$ cat src/hdl/luxreg_pkg.sv
package luxreg_pkg;

    localparam int unsigned CfgIdxW  = 2;
    localparam int unsigned CfgDataW = 32;

    localparam logic [CfgIdxW-1:0] CFG_PWM_PERIOD   = 2'd0;
    localparam logic [CfgIdxW-1:0] CFG_QUICK_STEP   = 2'd1;
    localparam logic [CfgIdxW-1:0] CFG_SLOW_STEP    = 2'd2;
    localparam logic [CfgIdxW-1:0] CFG_TUNE_TIMEOUT = 2'd3;

    localparam logic [15:0] PWM_PERIOD_RST   = 16'd1000;
    localparam logic [7:0]  QUICK_STEP_RST   = 8'd34;
    localparam logic [7:0]  SLOW_STEP_RST    = 8'd8;
    localparam logic [31:0] TUNE_TIMEOUT_RST = 32'd30000;

    localparam logic [1:0] ACT_NONE  = 2'd0;
    localparam logic [1:0] ACT_DIM   = 2'd1;
    localparam logic [1:0] ACT_RECAL = 2'd2;

    localparam logic [15:0] RAW_FAULT   = 16'hFFFF;
    localparam logic [16:0] LUX_WINDOW  = 17'd20;
    localparam logic [16:0] QUICK_LIMIT = 17'd200;
    localparam logic [2:0]  GAP_LONG    = 3'd5;
    localparam logic [2:0]  GAP_SHORT   = 3'd2;

    // floor(x/6) = (x * ceil(2^21/6)) >> 21 for x below 2^19
    localparam logic [18:0] DIV6_MULT  = 19'd349526;
    localparam int unsigned DIV6_SHIFT = 21;

    typedef struct packed {
        logic [15:0] raw_reading;
        logic [15:0] target_lux;
        logic [15:0] pwm_width;
        logic        dim_busy;
        logic [31:0] now_ticks;
    } t_in;

    typedef struct packed {
        logic [15:0] current_lux;
        logic [1:0]  action;
        logic [15:0] new_width;
        logic [7:0]  step_size;
        logic [2:0]  dim_gap;
    } t_out;

endpackage

$ cat src/hdl/lux_regulator_step_core.sv
// an item passes the input register and then the result register before o_out_valid rises;
// a stall on the output can hold it in the input register; throughput: one item per cycle
// unless the output stalls; the regulation math sits in one stage between the two registers
// tuning state is read and updated in that same stage, so consecutive items see it in order
// reset (synchronous, active low) empties both stages, clears tuning state and
// loads the configuration registers with their defaults
module lux_regulator_step_core (
    input  logic                                i_clk,
    input  logic                                i_rst_n,
    input  logic                                i_in_valid,
    output logic                                o_in_ready,
    input  luxreg_pkg::t_in                     i_in_data,
    output logic                                o_out_valid,
    input  logic                                i_out_ready,
    output luxreg_pkg::t_out                    o_out_data,
    input  logic                                i_cfg_we,
    input  logic [luxreg_pkg::CfgIdxW-1:0]      i_cfg_idx,
    input  logic [luxreg_pkg::CfgDataW-1:0]     i_cfg_wdata
);

    logic [15:0] r_pwm_period;
    logic [7:0]  r_quick_step;
    logic [7:0]  r_slow_step;
    logic [31:0] r_tune_timeout;

    logic              r_s1_valid;
    luxreg_pkg::t_in   r_s1_data;
    logic              r_out_valid;
    luxreg_pkg::t_out  r_out_data;

    logic        r_tuning;
    logic [31:0] r_tune_start;

    logic             out_free;
    logic             s1_adv;
    luxreg_pkg::t_out n_out;
    logic             n_tuning;
    logic [31:0]      n_tune_start;

    assign out_free    = !r_out_valid || i_out_ready;
    assign s1_adv      = r_s1_valid && out_free;
    assign o_in_ready  = !r_s1_valid || out_free;
    assign o_out_valid = r_out_valid;
    assign o_out_data  = r_out_data;

    always_ff @(posedge i_clk) begin
        if (!i_rst_n) begin
            r_pwm_period   <= luxreg_pkg::PWM_PERIOD_RST;
            r_quick_step   <= luxreg_pkg::QUICK_STEP_RST;
            r_slow_step    <= luxreg_pkg::SLOW_STEP_RST;
            r_tune_timeout <= luxreg_pkg::TUNE_TIMEOUT_RST;
        end else if (i_cfg_we) begin
            unique case (i_cfg_idx)
                luxreg_pkg::CFG_PWM_PERIOD:   r_pwm_period   <= i_cfg_wdata[15:0];
                luxreg_pkg::CFG_QUICK_STEP:   r_quick_step   <= i_cfg_wdata[7:0];
                luxreg_pkg::CFG_SLOW_STEP:    r_slow_step    <= i_cfg_wdata[7:0];
                luxreg_pkg::CFG_TUNE_TIMEOUT: r_tune_timeout <= i_cfg_wdata[31:0];
                default: ;
            endcase
        end
    end

    always_comb begin
        logic [37:0] prod;
        logic [15:0] lux;
        logic        fault;
        logic        below;
        logic [16:0] dev;
        logic [31:0] start;
        logic [31:0] elapsed;
        logic [7:0]  step;
        logic [16:0] up;

        prod  = 38'({3'd0, r_s1_data.raw_reading} * 19'd5) * 38'(luxreg_pkg::DIV6_MULT);
        fault = (r_s1_data.raw_reading == luxreg_pkg::RAW_FAULT);
        lux   = fault ? luxreg_pkg::RAW_FAULT
                      : prod[luxreg_pkg::DIV6_SHIFT +: 16];
        below = lux < r_s1_data.target_lux;
        dev   = below ? ({1'b0, r_s1_data.target_lux} - {1'b0, lux})
                      : ({1'b0, lux} - {1'b0, r_s1_data.target_lux});
        start   = r_tuning ? r_tune_start : r_s1_data.now_ticks;
        elapsed = r_s1_data.now_ticks - start;
        step    = (dev > luxreg_pkg::QUICK_LIMIT) ? r_quick_step : r_slow_step;
        up      = {1'b0, r_s1_data.pwm_width} + {9'd0, step};

        n_out              = '0;
        n_out.current_lux  = lux;
        n_tuning           = r_tuning;
        n_tune_start       = r_tune_start;

        if (!r_s1_data.dim_busy && !fault) begin
            if (r_s1_data.target_lux == 16'd0) begin
                n_tuning = 1'b0;
                if (r_s1_data.pwm_width != 16'd0) begin
                    n_out.action = luxreg_pkg::ACT_DIM;
                end
            end else if (dev > luxreg_pkg::LUX_WINDOW) begin
                n_tune_start = start;
                if (elapsed > r_tune_timeout) begin
                    n_tuning     = 1'b0;
                    n_out.action = luxreg_pkg::ACT_RECAL;
                end else begin
                    n_tuning        = 1'b1;
                    n_out.step_size = step;
                    n_out.dim_gap   = (step > 8'd1) ? luxreg_pkg::GAP_LONG
                                                    : luxreg_pkg::GAP_SHORT;
                    if (below) begin
                        if (up < {1'b0, r_pwm_period} && step != 8'd0) begin
                            n_out.action    = luxreg_pkg::ACT_DIM;
                            n_out.new_width = up[15:0];
                        end
                    end else if (r_s1_data.pwm_width > {8'd0, step} && step != 8'd0) begin
                        n_out.action    = luxreg_pkg::ACT_DIM;
                        n_out.new_width = r_s1_data.pwm_width - {8'd0, step};
                    end
                end
            end else begin
                n_tuning = 1'b0;
            end
        end
    end

    always_ff @(posedge i_clk) begin
        if (!i_rst_n) begin
            r_s1_valid   <= 1'b0;
            r_out_valid  <= 1'b0;
            r_tuning     <= 1'b0;
            r_tune_start <= '0;
        end else begin
            if (o_in_ready) begin
                r_s1_valid <= i_in_valid;
            end
            if (out_free) begin
                r_out_valid <= r_s1_valid;
            end
            if (s1_adv) begin
                r_tuning     <= n_tuning;
                r_tune_start <= n_tune_start;
            end
        end
    end

    always_ff @(posedge i_clk) begin
        if (o_in_ready && i_in_valid) begin
            r_s1_data <= i_in_data;
        end
        if (s1_adv) begin
            r_out_data <= n_out;
        end
    end

endmodule

$ cat config.mk
export PLATFORM = sky130hd
export DESIGN_NAME = lux_regulator_step_core
export DESIGN_NICKNAME = d
export VERILOG_FILES = /design/src/hdl/luxreg_pkg.sv /design/src/hdl/lux_regulator_step_core.sv
export SDC_FILE = /design/constraint.sdc
export NUM_CORES = 1
export LEC_CHECK = 0
export ABC_AREA = 1
export BUFFER_PORTS_ARGS = -buffer_cell sky130_fd_sc_hd__buf_2
export CORE_MARGIN = 2
export CORE_UTILIZATION = 45
export CTS_CLUSTER_SIZE = 12
export DETAILED_ROUTE_END_ITERATION = 10
export GPL_ROUTABILITY_DRIVEN = 0
export PLACE_DENSITY_LB_ADDON = 0.05
export RECOVER_POWER = 25
export SLEW_MARGIN = 5
export SYNTH_ARGS = -nofsm -noshare
export SYNTH_HDL_FRONTEND = slang
export SYNTH_SLANG_ARGS = --single-unit
export TNS_END_PERCENT = 50
$ cat constraint.sdc
create_clock -name i_clk -period 17.7 [get_ports i_clk]
set_input_delay 1.77 -clock i_clk [delete_from_list [all_inputs] [get_ports i_clk]]
set_output_delay 1.77 -clock i_clk [all_outputs]
set_load 0.02 [all_outputs]
==> results of run 1 <==
## cells in the mapped netlist (6+ instances only)
cell | n | share of area
o21a_1 | 12 | 0.0042
inv_2 | 8 | 0.0014
a21oi_1 | 198 | 0.046
nand2_2 | 17 | 0.0050
clkbuf_1 | 32 | 0.0056
o21ai_1 | 7 | 0.0016
o211ai_1 | 13 | 0.0046
edfxtp_1 | 125 | 0.18
nand3b_1 | 6 | 0.0021
nor2_1 | 161 | 0.028
nor4_1 | 19 | 0.0056
nor3_1 | 23 | 0.0054
ha_1 | 303 | 0.18
or2_2 | 6 | 0.0018
o21ai_0 | 101 | 0.024
a211oi_1 | 37 | 0.013
dfxtp_1 | 99 | 0.093
mux2i_1 | 31 | 0.015
nand3_1 | 116 | 0.027
nand2_1 | 449 | 0.079
inv_1 | 575 | 0.10
xnor2_1 | 26 | 0.011
o21bai_1 | 6 | 0.0021
nand4_1 | 30 | 0.0088
fa_1 | 116 | 0.11
xor2_1 | 71 | 0.029
buf_6 | 6 | 0.0032
## layer usage
layer,global-route usage,wire length [um],part of all wire
met1,0.312,25900,0.47
met5,0,27,0.00048
met3,0.0250,2370,0.043
met4,0.0599,1520,0.027
met2,0.393,25900,0.46
## critical path, delay by kind of cell (launching register included)
family / cells / cell delay, ps
AO/OA/AOI/OAI: 19 / 3470
XOR/XNOR: 1 / 170
adder cells (fa/ha/maj): 11 / 4660
buffers and inverters: 10 / 890
flip-flops: 1 / 440
AND/OR/NAND/NOR: 36 / 4620
## registers in the layout (all words and copies together), names as in the netlist
signal,flops
r_tune_start,32
r_pwm_period,16
o_out_data,44
r_slow_step,8
r_tune_timeout,32
r_s1_data,81
r_quick_step,8
r_tuning,1
o_out_valid,1
r_s1_valid,1
## kinds of logic (layout without fill, tap and decap cells)
kind of cell    after synthesis  in the layout  share of synthesized area
compound gates              397            397                      0.105
xor+xnor                     97             97                     0.0398
fa+ha+maj                   419            419                      0.286
buf+inv                     629            808                      0.113
flops                       224            224                      0.268
mux                          31             31                     0.0145
simple gates                853            853                      0.174
## per-stage QoR
step                      std cells  hold slack (ps)
after floorplan                2650              420
after global placement         3386              451
after detailed placement       3386              454
after CTS                      3436              463
after global routing           3436              492
final                          3436              459
## cell type report
type / instances / area [um2]
Timing Repair Buffer: 174 / 876
Inverter: 584 / 2190
Clock inverter: 14 / 116
Fill cell: 4589 / 23100
Multi-Input combinational cell: 1797 / 13200
Sequential cell: 224 / 5740
Tap cell: 607 / 759
Clock buffer: 36 / 719
## how the worst max path moves through the flow
stage,from,end
floorplan,r_s1_data[68],o_out_data[16]
global placement,r_s1_data[68],o_out_data[12]
detailed placement,r_s1_data[68],o_out_data[16]
CTS,r_s1_data[68],o_out_data[16]
global route,r_s1_data[68],o_out_data[25]
finish,r_s1_data[68],o_out_data[16]
==> results.tsv, run 1 <==
stage	metric	value	unit
outcome	outcome	complete, but fails checks	
outcome	violations	capacitance limit, slew limit	
clock_tree	clk_path_buf_depth	3	
clock_tree	clock_sinks	224	
sta	hold_viol_final	0	
grt	grt_overflow	0	
placed_design	portBuffers	166	
flow_run	maxCapViolCount	1	
hold_path	worstHoldEndpoint	r_slow_step[5]	
sta	setup_slack	3260	ps
clock_tree	cts_buffers	27	
floorplan	core	0.0468	mm2
grt	antenna_found_initial	2	
route	antenna_left	0	
finish	areaGrowthSynthToFinish	10.6	%
route	via_per_inst	5.12	
critical_path	end_kind	register	
clock_tree	ctsResizeCount	0	
floorplan	fp.dieArea	0.0492	mm2
logic_synthesis	syn_inst	2650	
floorplan	rows	79	
grt	grt_pass1_vias	17800	
critical_path	reg2reg_depth	77	
sta	timing.setup.tns	0	ps
critical_path	cp_slowest_stage_delay	580	ps
finish	final_cell_mix	572 x inv_1, 449 x nand2_1, 303 x ha_1	
logic_synthesis	synthesis.area	0.0214	mm2
sta	period_share	0.816	
logic_synthesis	syn_nets	3189	
critical_path	crit_slowest_cell	fa_1	
critical_path	cp_common_cell	nand2_1	
finish	final_area	0.0236	mm2
critical_path	required	18110	ps
finish	n_antenna_cell	0	
floorplan	ios	167	
placed_design	pre_cts_slack	3430	ps
sta	finalMaxSlewViolations	61	
sta	setup_viol	0	
clock_tree	cts_hold_buf	0	
critical_path	ff2ff_setup_slack	3260	ps
hold_path	hold_depth	2	
logic_synthesis	synth_edf_count	125	
finish	fin_util	0.505	
hold_path	hold_start	r_slow_step[5]	
logic_synthesis	synth_ff_type	edfxtp_1	
route	finalWirelength	55.7	mm
logic_synthesis	synthArstFlopShare	0	
sta	finalClockSkew	17.3	ps
clock_tree	cts_tree	done	
route	drtIter0Drc	947	
logic_synthesis	synth_cell_type_count	53	
logic_synthesis	ys_warn_count	0	
grt	grt_max_degree	65	
clock_tree	ctsHtreeMaxLevel	1	
sta	fmax	0.0693	GHz
floorplan	die_y	222	um
route	vias	17600	
route	drt_first_pass_iters	5	
placed_design	hpwl	45.7	mm
sta	min_period	14440	ps
logic_synthesis	ys_seq_area_frac	0.268	
placed_design	placed_area	0.0228	mm2
clock_tree	clockRootBuffer	clkbuf_16	
route	wl_per_cell	16.2	um
critical_path	path_class	register to register	
route	drcViolationCount	0	
clock_tree	clkTransAtPathRegs	60	ps
finish	drive_above_1_share	0.0908	
critical_path	arrival	14840	ps
critical_path	critPathMaxFanout	23	
grt	grt.total_usage	0.230	
logic_synthesis	syn_avg_cell_area	8.06	um2
logic_synthesis	synth_seq_cells	224	
critical_path	startpoint_type	register	
sta	worst_pin_slew	2380	ps
grt	grt_pass1_wl	91.7	mm
sta	slew_headroom	-0.586	
sta	grt_setup_unrepaired	no	
hold_path	hold_path.class	register to register	
clock_tree	clock_latency	580	ps
finish	mostFrequentLayoutCell	inv_1	
floorplan	initial_core_util	0.457	
critical_path	timing.rr.start	r_s1_data[68]	
floorplan	die_w	222	um
finish	nNetsFinal	3347	
critical_path	r2r-end	o_out_data[16]	
clock_tree	cts_setup_buffers	0	
Power of run 1 is not shown: default switching activity piles up to over one toggle a cycle in this logic, so the estimate is an artifact.
==> run 2: changes to the inputs <==
==> constraint.sdc (replaced) <==
create_clock -name i_clk -period 14.4 [get_ports i_clk]
set_input_delay 1.44 -clock i_clk [delete_from_list [all_inputs] [get_ports i_clk]]
set_output_delay 1.44 -clock i_clk [all_outputs]
set_load 0.02 [all_outputs]
==> run 2 against run 1 <==
The run still ends with capacitance limit, slew limit left. Fmax increased by 8.8%. Die area unchanged. Worst hold slack got worse by 2.2 ps. First-iteration DRC count down 13%.
==> results.tsv, run 2 (synthesized netlist as in run 1, its figures left out) <==
stage	metric	value	unit	change
outcome	outcome	complete, but fails checks		
outcome	violations	capacitance limit, slew limit		
grt	antenna_found_initial	2		unchanged
finish	final_cells	3450		+0.41%
sta	timing.setup.tns	0	ps	unchanged
hold_path	hold_path.class	register to register		
route	drcViolationCount	0		unchanged
finish	nNetsFinal	3360		+0.39%
grt	grt_pass1_vias	17800		-0.39%
sta	finalClockSkew	45.7	ps	+28.4 ps
sta	slew_headroom	-0.476		+0.110
floorplan	initial_core_util	0.457		unchanged
clock_tree	clockRootBuffer	clkbuf_16		
critical_path	cp_common_cell	nand2_1		
route	antenna_left	0		unchanged
critical_path	path_class	register to register		
grt	grt_overflow	0		unchanged
critical_path	arrival	13710	ps	-1130 ps
critical_path	timing.rr.start	r_s1_data[66]		
finish	largest_reg_flops	81		unchanged
finish	mostFrequentLayoutCell	inv_1		
critical_path	startpoint_type	register		
clock_tree	clkTransAtPathRegs	60	ps	about the same
grt	grt.total_usage	0.229		-0.00124
critical_path	crit_start	r_s1_data[66]		
flow_run	maxCapViolCount	1		unchanged
route	drtIter0Drc	826		-13%
finish	drive_above_1_share	0.103		+0.0126
route	finalWirelength	55.6	mm	-0.18%
grt	grt_pass1_wl	91.3	mm	-0.39%
finish	n_antenna_cell	0		unchanged
floorplan	fp.dieArea	0.0492	mm2	unchanged
floorplan	die_w	222	um	unchanged
clock_tree	cts_hold_buf	0		unchanged
critical_path	end_kind	register		
finish	top_register	r_s1_data		
sta	period_share	0.922		+0.106
sta	finalMaxSlewViolations	61		unchanged
finish	areaGrowthSynthToFinish	11.9	%	
floorplan	core	0.0468	mm2	unchanged
placed_design	portBuffers	166		unchanged
floorplan	rows	79		unchanged
grt	grt_max_degree	65		unchanged
sta	hold_viol_final	0		unchanged
floorplan	die_y	222	um	unchanged
sta	grt_setup_unrepaired	no		
sta	worst_pin_slew	2210	ps	-165 ps
sta	min_period	13270	ps	-1170 ps
route	via_per_inst	5.10		-0.44%
clock_tree	clock_sinks	224		unchanged
route	wl_per_cell	16.1	um	-0.58%
clock_tree	clk_path_buf_depth	3		unchanged
floorplan	ios	167		unchanged
clock_tree	cts_tree	done		
hold_path	hold_start	r_slow_step[5]		
placed_design	dp.cells	3395		+0.27%
sta	setup_viol	0		unchanged
critical_path	crit_slowest_cell	edfxtp_1		
finish	final_cell_mix	572 x inv_1, 448 x nand2_1, 298 x ha_1		
clock_tree	clock_latency	600	ps	+20 ps
clock_tree	ctsHtreeMaxLevel	1		unchanged
critical_path	critPathMaxFanout	23		unchanged
route	drt_first_pass_iters	6		+1
placed_design	hpwl	45.5	mm	-0.32%
clock_tree	cts_buffers	28		+3.7%
route	vias	17600		-0.034%
sta	fmax	0.0754	GHz	+8.8%
critical_path	required	14840	ps	-3270 ps
critical_path	cp_slowest_stage_delay	530	ps	-50 ps
## run 2: cell types whose count changed in the layout (fill, tap and decap cells not counted), sizes merged
cell	before	now
buf	164	177
clkbuf	46	44
bufinv	1	2
clkinv	14	15
inv	582	583
## run 2: layout make-up
| cell class | count | area (um2) |
|---|---|---|
| Clock buffer | 35 | 758 |
| Fill cell | 4629 | 22800 |
| Tap cell | 607 | 759 |
| Multi-Input combinational cell | 1797 | 13300 |
| Clock inverter | 17 | 165 |
| Inverter | 584 | 2200 |
| Timing Repair Buffer | 186 | 971 |
| Sequential cell | 224 | 5740 |
## run 2: final timing paths
check | end | slack (ps) | cells past startpoint
setup / recovery | o_out_data[22] | 1130 | 72
hold / removal | r_slow_step[5] | 460 | 2
setup reg to reg | o_out_data[22] | 1130 | 72
hold reg to reg | r_slow_step[5] | 460 | 2
## run 2: metrics by stage
step                hold WS, ps   util  worst slack (ps)  cell area, um2
floorplan                   420      -              1830           21400
global placement            451  0.489               984           22900
detailed placement          454  0.489               619           22900
CTS                         464  0.509               624           23800
finish                      457  0.511              1130           23900
global route                487  0.511              6.48           23900
## run 2: routing by layer
metal,vias up,share of wire,GRT usage
met5,-,0.00052,0
met4,4,0.028,0.0597
met3,98,0.047,0.0307
met2,364,0.46,0.390
met1,8207,0.46,0.307
li1,8913,-,-
## run 2: critical path, delay by kind of cell, from the launching register on
| family | cells | cell delay [ps] |
|---|---|---|
| buffers and inverters | 13 | 1140 |
| AO/OA/AOI/OAI | 19 | 3170 |
| flip-flops | 1 | 530 |
| adder cells (fa/ha/maj) | 13 | 4820 |
| XOR/XNOR | 2 | 510 |
| AND/OR/NAND/NOR | 25 | 2930 |
## run 2: repair_timing
action,CTS,global route
resized for setup,0,30
buffers inserted,0,3
endpoints found under the hold margin,0,0
endpoints found under the setup margin,0,17
Power of run 2 is left out for the same reason.
